--- src/sv/assert_macros.svh ---
// Assertion helpers used by phase_angle_dimmer_top.
`ifndef ASSERT_MACROS_SVH
`define ASSERT_MACROS_SVH

`ifndef NO_ASSERTIONS

// Clocked check, disabled while reset is asserted.
`define ASSERT_CLK(lbl, clk, rst_n, prop, msg) \
	lbl: assert property (@(posedge clk) disable iff (!rst_n) prop) else $error(msg);

// Check that holds at every edge, reset included.
`define ASSERT_ALWAYS(lbl, clk, prop, msg) \
	lbl: assert property (@(posedge clk) prop) else $error(msg);

`else

`define ASSERT_CLK(lbl, clk, rst_n, prop, msg)
`define ASSERT_ALWAYS(lbl, clk, prop, msg)

`endif

`endif

--- src/sv/pad_pkg.sv ---
`timescale 1ns / 1ps
`default_nettype none

package pad_pkg;

	localparam int CH_COUNT = 2;

	localparam logic OP_TICK       = 1'b0;
	localparam logic OP_ZERO_CROSS = 1'b1;

	// register index taken from paddr
	localparam logic REG_ACTIVE_CHANNELS = 1'b0;

	localparam logic [15:0] TICK_SAT  = 16'hFFFF;
	localparam logic [7:0]  COUNT_SAT = 8'hFF;
	localparam logic [6:0]  DELAY_SAT = 7'h7F;

	// per-channel view of the state after the current item
	typedef struct packed {
		logic       fire;
		logic       gate;
		logic [6:0] delay;
	} chan_nxt_t;

endpackage

`default_nettype wire

--- src/sv/pad_if.sv ---
`timescale 1ns / 1ps
`default_nettype none

interface pad_in_if;
	logic       valid;
	logic       ready;
	logic       opcode;
	logic [7:0] level_a;
	logic [7:0] level_b;

	modport source (output valid, opcode, level_a, level_b, input ready);
	modport sink (input valid, opcode, level_a, level_b, output ready);
endinterface

interface pad_out_if;
	logic        valid;
	logic        ready;
	logic        gate_a;
	logic        gate_b;
	logic        half_cycle_active;
	logic [15:0] period_ticks;
	logic [6:0]  delay_a;
	logic [6:0]  delay_b;

	modport source (output valid, gate_a, gate_b, half_cycle_active, period_ticks,
		delay_a, delay_b, input ready);
	modport sink (input valid, gate_a, gate_b, half_cycle_active, period_ticks,
		delay_a, delay_b, output ready);
endinterface

`default_nettype wire

--- src/sv/pad_cfg.sv ---
`timescale 1ns / 1ps
`default_nettype none

module pad_cfg #(
	parameter int NUM_CHANNELS = 2
) (
	input  wire logic        clk,
	input  wire logic        arst_n,
	input  wire logic        psel,
	input  wire logic        penable,
	input  wire logic        pwrite,
	input  wire logic [2:0]  paddr,
	input  wire logic [31:0] pwdata,
	output logic [31:0]      prdata,
	output logic             pready,
	output logic [1:0]       req_fires
);
	import pad_pkg::*;

	logic [1:0] active_q;
	logic       wr_en;

	assign pready = 1'b1;
	assign wr_en  = psel && penable && pwrite && (paddr[2] == REG_ACTIVE_CHANNELS);

	always_ff @(posedge clk or negedge arst_n) begin
		if (!arst_n) begin
			active_q <= 2'd2;
		end else if (wr_en) begin
			active_q <= pwdata[1:0];
		end
	end

	always_comb begin
		prdata = '0;
		if (paddr[2] == REG_ACTIVE_CHANNELS) begin
			prdata = {30'd0, active_q};
		end
	end

	// zero means one; more than the built channels means all of them
	always_comb begin
		if (active_q == 2'd0) begin
			req_fires = 2'd1;
		end else if (active_q > 2'(NUM_CHANNELS)) begin
			req_fires = 2'(NUM_CHANNELS);
		end else begin
			req_fires = active_q;
		end
	end

endmodule

`default_nettype wire

--- src/sv/pad_chan.sv ---
`timescale 1ns / 1ps
`default_nettype none

module pad_chan #(
	parameter int MAX_LEVEL = 100
) (
	input  wire logic          clk,
	input  wire logic          arst_n,
	input  wire logic          clr,
	input  wire logic          tick_en,
	input  wire logic [7:0]    level,
	output pad_pkg::chan_nxt_t nxt
);
	import pad_pkg::*;

	localparam logic [7:0] MaxLvl = 8'(MAX_LEVEL);

	logic [7:0] cnt_q;
	logic [7:0] latched_q;
	logic       fired_q;

	logic [7:0] lvl_c;
	logic [7:0] thr;
	logic       fire;
	logic       fired_d;
	logic [7:0] latched_d;

	assign lvl_c = (level > MaxLvl) ? MaxLvl : level;
	assign thr   = MaxLvl - lvl_c;
	assign fire  = tick_en && !fired_q && (cnt_q >= thr);

	assign fired_d   = clr ? 1'b0 : (fired_q || fire);
	assign latched_d = fire ? thr : latched_q;

	always_ff @(posedge clk or negedge arst_n) begin
		if (!arst_n) begin
			cnt_q     <= '0;
			fired_q   <= 1'b0;
			latched_q <= '0;
		end else begin
			fired_q   <= fired_d;
			latched_q <= latched_d;
			if (clr) begin
				cnt_q <= '0;
			end else if (tick_en && !fired_q && !fire && cnt_q != COUNT_SAT) begin
				cnt_q <= cnt_q + 8'd1;
			end
		end
	end

	// gate follows the fired flag within a half cycle
	assign nxt.fire  = fire;
	assign nxt.gate  = fired_d;
	assign nxt.delay = (latched_d > 8'(DELAY_SAT)) ? DELAY_SAT : latched_d[6:0];

endmodule

`default_nettype wire

--- src/sv/phase_angle_dimmer_top.sv ---
// Two-channel phase-angle dimmer.
// item channel: one transfer per timer tick (opcode 0) or mains zero
//   crossing (opcode 1), carrying the level of both channels.
// result channel: one transfer per item, showing gates, half-cycle state,
//   last captured period and last latched delays after that item.
// APB port: register 0 at byte address 0 holds active_channels (2 bits).
//   pready is tied high; write only while the block is idle.
// Path: an accepted item is held in the input register, then in the result
//   register, from which it shows as a valid result; a result stall can hold
//   it in the input register in between.
// Throughput: one item per cycle while the result receiver does not stall;
//   the channel update is a compare and an increment between the two registers.
// When the result receiver stalls, the result register holds, the input
//   register takes at most one more item, and item.ready then stays low
//   until the waiting result is taken.
// Reset (arst_n low): fired flags off, half cycle idle, counters and period zero,
//   active_channels = 2, both registers empty; gate and delay outputs are not reset.
`timescale 1ns / 1ps
`default_nettype none
`include "assert_macros.svh"

module phase_angle_dimmer_top #(
	parameter int MAX_LEVEL    = 100,
	parameter int NUM_CHANNELS = 2
) (
	input  wire logic        clk,
	input  wire logic        arst_n,
	pad_in_if.sink           item,
	pad_out_if.source        result,
	input  wire logic        psel,
	input  wire logic        penable,
	input  wire logic        pwrite,
	input  wire logic [2:0]  paddr,
	input  wire logic [31:0] pwdata,
	output logic [31:0]      prdata,
	output logic             pready
);
	import pad_pkg::*;

	logic       valid_s1;
	logic       opcode_s1;
	logic [7:0] level_s1 [CH_COUNT];

	logic        out_valid_q;
	logic        gate_q [CH_COUNT];
	logic [6:0]  delay_q [CH_COUNT];
	logic        running_q;
	logic [15:0] period_q;
	logic [15:0] tick_q;
	logic [1:0]  total_q;

	logic       advance;
	logic       proc;
	logic       zc;
	logic       tick_en;
	logic [1:0] req_fires;
	logic [1:0] fire_cnt;
	logic [2:0] total_sum;
	logic [1:0] total_d;
	logic       running_d;
	logic       any_fire;

	chan_nxt_t nxt [CH_COUNT];

	assign advance    = !out_valid_q || result.ready;
	assign proc       = valid_s1 && advance;
	assign item.ready = !valid_s1 || advance;

	assign zc      = proc && (opcode_s1 == OP_ZERO_CROSS);
	assign tick_en = proc && (opcode_s1 == OP_TICK) && running_q;

	always_ff @(posedge clk or negedge arst_n) begin
		if (!arst_n) begin
			valid_s1 <= 1'b0;
		end else if (item.ready) begin
			valid_s1 <= item.valid;
		end
	end

	always_ff @(posedge clk) begin
		if (item.ready && item.valid) begin
			opcode_s1   <= item.opcode;
			level_s1[0] <= item.level_a;
			level_s1[1] <= item.level_b;
		end
	end

	pad_cfg #(.NUM_CHANNELS(NUM_CHANNELS)) u_cfg (
		.clk       (clk),
		.arst_n    (arst_n),
		.psel      (psel),
		.penable   (penable),
		.pwrite    (pwrite),
		.paddr     (paddr),
		.pwdata    (pwdata),
		.prdata    (prdata),
		.pready    (pready),
		.req_fires (req_fires)
	);

	for (genvar ch = 0; ch < CH_COUNT; ch++) begin : g_ch
		if (ch < NUM_CHANNELS) begin : g_on
			pad_chan #(.MAX_LEVEL(MAX_LEVEL)) u_chan (
				.clk     (clk),
				.arst_n  (arst_n),
				.clr     (zc),
				.tick_en (tick_en),
				.level   (level_s1[ch]),
				.nxt     (nxt[ch])
			);
		end else begin : g_off
			assign nxt[ch] = '0;
		end
	end

	assign any_fire  = nxt[0].fire || nxt[1].fire;
	assign fire_cnt  = {1'b0, nxt[0].fire} + {1'b0, nxt[1].fire};
	assign total_sum = {1'b0, total_q} + {1'b0, fire_cnt};
	assign total_d   = zc ? 2'd0 : ((total_sum > 3'd3) ? 2'd3 : total_sum[1:0]);
	assign running_d = zc ? 1'b1 : (running_q && !(any_fire && total_d >= req_fires));

	always_ff @(posedge clk or negedge arst_n) begin
		if (!arst_n) begin
			running_q <= 1'b0;
			total_q   <= '0;
			tick_q    <= '0;
			period_q  <= '0;
		end else if (proc) begin
			running_q <= running_d;
			total_q   <= total_d;
			if (zc) begin
				period_q <= tick_q;
				tick_q   <= '0;
			end else if (tick_q != TICK_SAT) begin
				tick_q <= tick_q + 16'd1;
			end
		end
	end

	always_ff @(posedge clk or negedge arst_n) begin
		if (!arst_n) begin
			out_valid_q <= 1'b0;
		end else if (advance) begin
			out_valid_q <= valid_s1;
		end
	end

	always_ff @(posedge clk) begin
		if (proc) begin
			for (int i = 0; i < CH_COUNT; i++) begin
				gate_q[i]  <= nxt[i].gate;
				delay_q[i] <= nxt[i].delay;
			end
		end
	end

	assign result.valid             = out_valid_q;
	assign result.gate_a            = gate_q[0];
	assign result.gate_b            = gate_q[1];
	assign result.half_cycle_active = running_q;
	assign result.period_ticks      = period_q;
	assign result.delay_a           = delay_q[0];
	assign result.delay_b           = delay_q[1];

	`ASSERT_ALWAYS(a_total_bound, clk, total_q <= 2'(NUM_CHANNELS), "fired total above channel count")
	`ASSERT_CLK(a_zc_restart, clk, arst_n, zc |=> (running_q && total_q == 2'd0 && tick_q == 16'd0), "zero crossing did not restart half cycle")
	`ASSERT_CLK(a_proc_result, clk, arst_n, proc |=> out_valid_q, "processed item produced no result")
	`ASSERT_CLK(a_idle_no_fire, clk, arst_n, !running_q |-> !any_fire, "channel fired outside half cycle")

endmodule

`default_nettype wire

--- src/flat_wrapper.sv ---
// flat-port wrapper written by rule: the top's interface ports become plain ports
module phase_angle_dimmer_top_flat import pad_pkg::*;
#(
	parameter int MAX_LEVEL    = 100,
	parameter int NUM_CHANNELS = 2
)
  (clk, arst_n, psel, penable, pwrite, paddr, pwdata, prdata, pready, item_valid, item_opcode, item_level_a, item_level_b, item_ready, result_valid, result_gate_a, result_gate_b, result_half_cycle_active, result_period_ticks, result_delay_a, result_delay_b, result_ready);
  pad_in_if item_i ();
  pad_out_if result_i ();
  input  wire logic clk;
  input  wire logic arst_n;
  input  wire logic psel;
  input  wire logic penable;
  input  wire logic pwrite;
  input  wire logic [2:0] paddr;
  input  wire logic [31:0] pwdata;
  output logic [31:0] prdata;
  output logic pready;
  input wire logic [$bits(item_i.valid)-1:0] item_valid;
  input wire logic [$bits(item_i.opcode)-1:0] item_opcode;
  input wire logic [$bits(item_i.level_a)-1:0] item_level_a;
  input wire logic [$bits(item_i.level_b)-1:0] item_level_b;
  output wire logic [$bits(item_i.ready)-1:0] item_ready;
  output wire logic [$bits(result_i.valid)-1:0] result_valid;
  output wire logic [$bits(result_i.gate_a)-1:0] result_gate_a;
  output wire logic [$bits(result_i.gate_b)-1:0] result_gate_b;
  output wire logic [$bits(result_i.half_cycle_active)-1:0] result_half_cycle_active;
  output wire logic [$bits(result_i.period_ticks)-1:0] result_period_ticks;
  output wire logic [$bits(result_i.delay_a)-1:0] result_delay_a;
  output wire logic [$bits(result_i.delay_b)-1:0] result_delay_b;
  input wire logic [$bits(result_i.ready)-1:0] result_ready;
  assign item_i.valid = item_valid;
  assign item_i.opcode = item_opcode;
  assign item_i.level_a = item_level_a;
  assign item_i.level_b = item_level_b;
  assign item_ready = item_i.ready;
  assign result_valid = result_i.valid;
  assign result_gate_a = result_i.gate_a;
  assign result_gate_b = result_i.gate_b;
  assign result_half_cycle_active = result_i.half_cycle_active;
  assign result_period_ticks = result_i.period_ticks;
  assign result_delay_a = result_i.delay_a;
  assign result_delay_b = result_i.delay_b;
  assign result_i.ready = result_ready;
  phase_angle_dimmer_top #(.MAX_LEVEL(MAX_LEVEL), .NUM_CHANNELS(NUM_CHANNELS)) u_core (.clk(clk), .arst_n(arst_n), .item(item_i), .result(result_i), .psel(psel), .penable(penable), .pwrite(pwrite), .paddr(paddr), .pwdata(pwdata), .prdata(prdata), .pready(pready));
endmodule
--- config.mk ---
export PLATFORM = sky130hd
export DESIGN_NAME = phase_angle_dimmer_top_flat
export DESIGN_NICKNAME = d
export VERILOG_FILES = /design/src/sv/pad_pkg.sv /design/src/sv/pad_if.sv /design/src/sv/pad_cfg.sv /design/src/sv/pad_chan.sv /design/src/sv/phase_angle_dimmer_top.sv /design/src/flat_wrapper.sv
export VERILOG_INCLUDE_DIRS = /design/src /design/src/sv
export SDC_FILE = /design/constraint.sdc
export NUM_CORES = 1
export LEC_CHECK = 0
export ABC_CLOCK_PERIOD_IN_PS = 8400
export BUFFER_PORTS_ARGS = -buffer_cell sky130_fd_sc_hd__buf_4
export CORE_ASPECT_RATIO = 0.5
export CORE_MARGIN = 2
export CORE_UTILIZATION = 40
export DETAILED_ROUTE_END_ITERATION = 7
export SLEW_MARGIN = 25
export SYNTH_ARGS = -nofsm -noshare
export SYNTH_HDL_FRONTEND = slang
export SYNTH_SLANG_ARGS = --single-unit
--- constraint.sdc ---
create_clock -name clk -period 8.4 [get_ports clk]
set_input_delay 1.68 -clock clk [delete_from_list [all_inputs] [get_ports clk]]
set_output_delay 1.68 -clock clk [all_outputs]
set_load 0.005 [all_outputs]
==> impl_metrics.tcl <==
set metrics [dict create \
    outcome "finished clean" \
    die-width_um 167.9 \
    fmax_ghz 0.1839 \
    p_per_area_nw_per_um2 207.8 \
    fin_ws_ns 2.964 \
    use_met2 0.2487 \
    drive_above_1_share 0.1573 \
    maxCapViolCount 0 \
    layout_common_cells "94 x nand2_1, 72 x dfrtp_1, 63 x buf_4" \
    syn_inst 538 \
    drc 0 \
    crit_path_start_kind "register" \
    grt-ovfl-total 0 \
    grt_util_met1 0.2162 \
    synth_flop_cell "dfrtp_1" \
    yosys_register_bits 106 \
    start_util 0.4171 \
    place.gp.congestion 0.7702 \
    ys_types 53 \
    synth_top_area_frac 0.3354 \
    clk_path_buf_depth 2 \
    grt_use_met3 0.03738 \
    arrival_ns 5.63 \
    synth_top_area_cell "dfrtp_1" \
    skew_ns 0.01084 \
    setup_viol 0 \
    async_reset_ff_frac 0.6887 \
    htree_levels 3 \
    nets 681 \
    numPortBuffers 63 \
    cts-root-buf "clkbuf_16" \
    power_leakage_uw 0.002839 \
    hp-class "register to register" \
    area_growth_pct 14.95 \
    viasPerCell 5.006 \
    antenna_found_initial 0 \
    cts_buffers 9 \
    syn_area_um2 5373 \
    hpwl_um 7261 \
    fin_tns_setup_ns 0 \
    post_cts_buffers 0 \
    initialDrtViolationCount 280 \
    finalMaxSlewViolations 0 \
    fin_crit_ns 5.436 \
    grt_pass1_wl_um 17750 \
    post-place-ws_ns 2.947 \
    required_ns 8.59 \
    timing_hold_violations_final 0 \
    hold-path-endpoint "u_core.g_ch[0].g_on.u_chan.latched_q[1]$_DFF_PN0_" \
    grt_max_degree 74 \
    maxSlewHeadroom 0.3709 \
    cts_resized 0 \
    netlist_top_cells_area "dfrtp_1 34%, edfxtp_1 18%, nand2_1 6.6%" \
    rows 29 \
    avgSynthCellArea_um2 9.986 \
    ys_seq_area_frac 0.5247 \
    rsz0062_at_grt "false" \
    clkTransAtPathRegs_ns 0.08 \
    grt_util_all_layers 0.1559 \
    cts_tree "done" \
    die_y_um 85.95 \
    hold_buffers 0 \
    r2r-end "u_core.result.half_cycle_active$_DFFE_PN0P_" \
    grt_pass1_vias 3621 \
    end_kind "register" \
    insertedDiodeCount 0 \
    layout_commonest_cell "nand2_1" \
    fp.dieArea_um2 14430 \
    reg2reg_depth 24 \
    worstHoldPathCells 2 \
    ys_warn_count 0 \
    dr.pass1.iters 4 \
    ant_nets 0 \
    core_area_um2 12880 \
    globalRoute.busiestLayer "met2" \
    ioPinCount 127 \
    worstSkewPairLatency_ns 0.34 \
    tightest_slew_ns 0.9437 \
    via_count 3875 \
    wire_per_inst_um 13.68 \
    min_from "u_core.g_ch[0].g_on.u_chan.latched_q[1]$_DFF_PN0_" \
    ir_drop_mv 0.09369 \
    reg2reg_slack_ns 2.96 \
    cp_max_fo 25 \
    post-route-period-util 0.6472 \
    timing.rr.start "u_core.level_s1[0][8]$_DFFE_PP_" \
    clock-sinks 106 \
    finalWirelength_um 10590 \
    crit_type "register to register" \
    synth-edff-count 33 \
]
## power by group
part	internal [uW]	switching (uW)	leakage [uW]
clock network	210	204	0.000145
logic	97.6	116	0.00138
registers	606	49.3	0.00131
## cells by family (layout without fill, tap and decap cells)
| logic type | count (synthesis) | in the layout | synth area share |
|---|---|---|---|
| simple gates | 216 | 216 | 0.1921 |
| flops | 106 | 106 | 0.5247 |
| compound gates | 105 | 105 | 0.1157 |
| buf+inv | 60 | 95 | 0.06660 |
| fa+ha+maj | 23 | 23 | 0.05496 |
| xor+xnor | 20 | 20 | 0.03260 |
| mux | 6 | 6 | 0.01188 |
| other cells | 2 | 33 | 0.001398 |
## Yosys cell counts (all sizes together) (8+ instances only)
library cell  instances
xor2                 13
clkbuf                8
nand3                22
nand2                95
and3                  8
nand4                 8
nor2                 37
dfrtp                72
o21ai                58
a21oi                20
buf                  37
inv                  15
edfxtp               33
ha                   22
## critical path, stage by stage, from the launching register on
cell	delay (ns)
edfxtp_1	0.42
o21ai_0	0.29
nand2_1	0.14
a31oi_1	0.32
nand2_1	0.17
ha_1	0.29
nor2b_1	0.18
o31ai_1	0.08
nor2_1	0.11
a21oi_1	0.06
o21ai_0	0.40
ha_1	0.27
a2111oi_2	0.04
nand2_1	0.09
a41oi_2	0.06
nor3_2	0.41
inv_1	0.41
fa_1	0.51
o21ai_0	0.26
nand2_1	0.09
ha_1	0.31
nand2b_1	0.09
a21oi_1	0.06
o21ai_0	0.14
nand3_1	0.09
## sequential cells by signal, indices dropped and copies added (netlist names)
name                               flops
u_core.valid_s1                        1
u_core.delay_q                        14
u_core.tick_q                         16
u_core.result.period_ticks            16
u_core.opcode_s1                       1
u_core.gate_q                          2
u_core.g_ch.g_on.u_chan.latched_q     16
u_core.g_ch.g_on.u_chan.fired_q        2
u_core.total_q                         2
u_core.g_ch.g_on.u_chan.cnt_q         16
u_core.result.valid                    1
u_core.result.half_cycle_active        1
u_core.level_s1                       16
u_core.u_cfg.active_q                  2
## stage by stage
step / cells / power [uW] / cell area (um2) / utilization / hold WS (ns)
after floorplan: 569 / 800.6 / 5489 / - / 0.4405
after global placement: 758 / 875.3 / 5881 / 0.4565 / 0.4536
after detailed placement: 758 / 881.2 / 5881 / 0.4565 / 0.4589
after CTS: 774 / 1302 / 6172 / 0.4792 / 0.4780
after global routing: 774 / 1364 / 6176 / 0.4795 / 0.4971
final: 774 / 1283 / 6176 / 0.4795 / 0.4785
## routing by layer
| layer | vias up | share of wire |
|---|---|---|
| met3 | 8 | 0.042 |
| met1 | 1829 | 0.51 |
| met2 | 103 | 0.44 |
| met4 | 0 | 0.0069 |
| met5 | - | 0 |
| li1 | 1935 | - |
## worst max path at each step
stage,to,start,cells past startpoint
after floorplan,u_core.result.half_cycle_active$_DFFE_PN0P_,u_core.level_s1[0][8]$_DFFE_PP_,25
after global placement,u_core.result.half_cycle_active$_DFFE_PN0P_,u_core.level_s1[0][8]$_DFFE_PP_,24
after detailed placement,u_core.result.half_cycle_active$_DFFE_PN0P_,u_core.level_s1[0][8]$_DFFE_PP_,24
after CTS,u_core.result.half_cycle_active$_DFFE_PN0P_,u_core.level_s1[0][8]$_DFFE_PP_,24
after global routing,u_core.result.half_cycle_active$_DFFE_PN0P_,u_core.level_s1[0][8]$_DFFE_PP_,24
final,u_core.result.half_cycle_active$_DFFE_PN0P_,u_core.level_s1[0][8]$_DFFE_PP_,24
## area by class of cell
type                    instances  area (um2)
clock buffers                   9       225.2
well taps                     170       212.7
clock inverters                 7       66.31
flip-flops and latches        106        2819
multi-input cells             403        2312
fillers                      1225        6705
repair buffers                 64       484.2
inverters                      15       56.30
No activity file was read; power rests on OpenSTA's default activity.
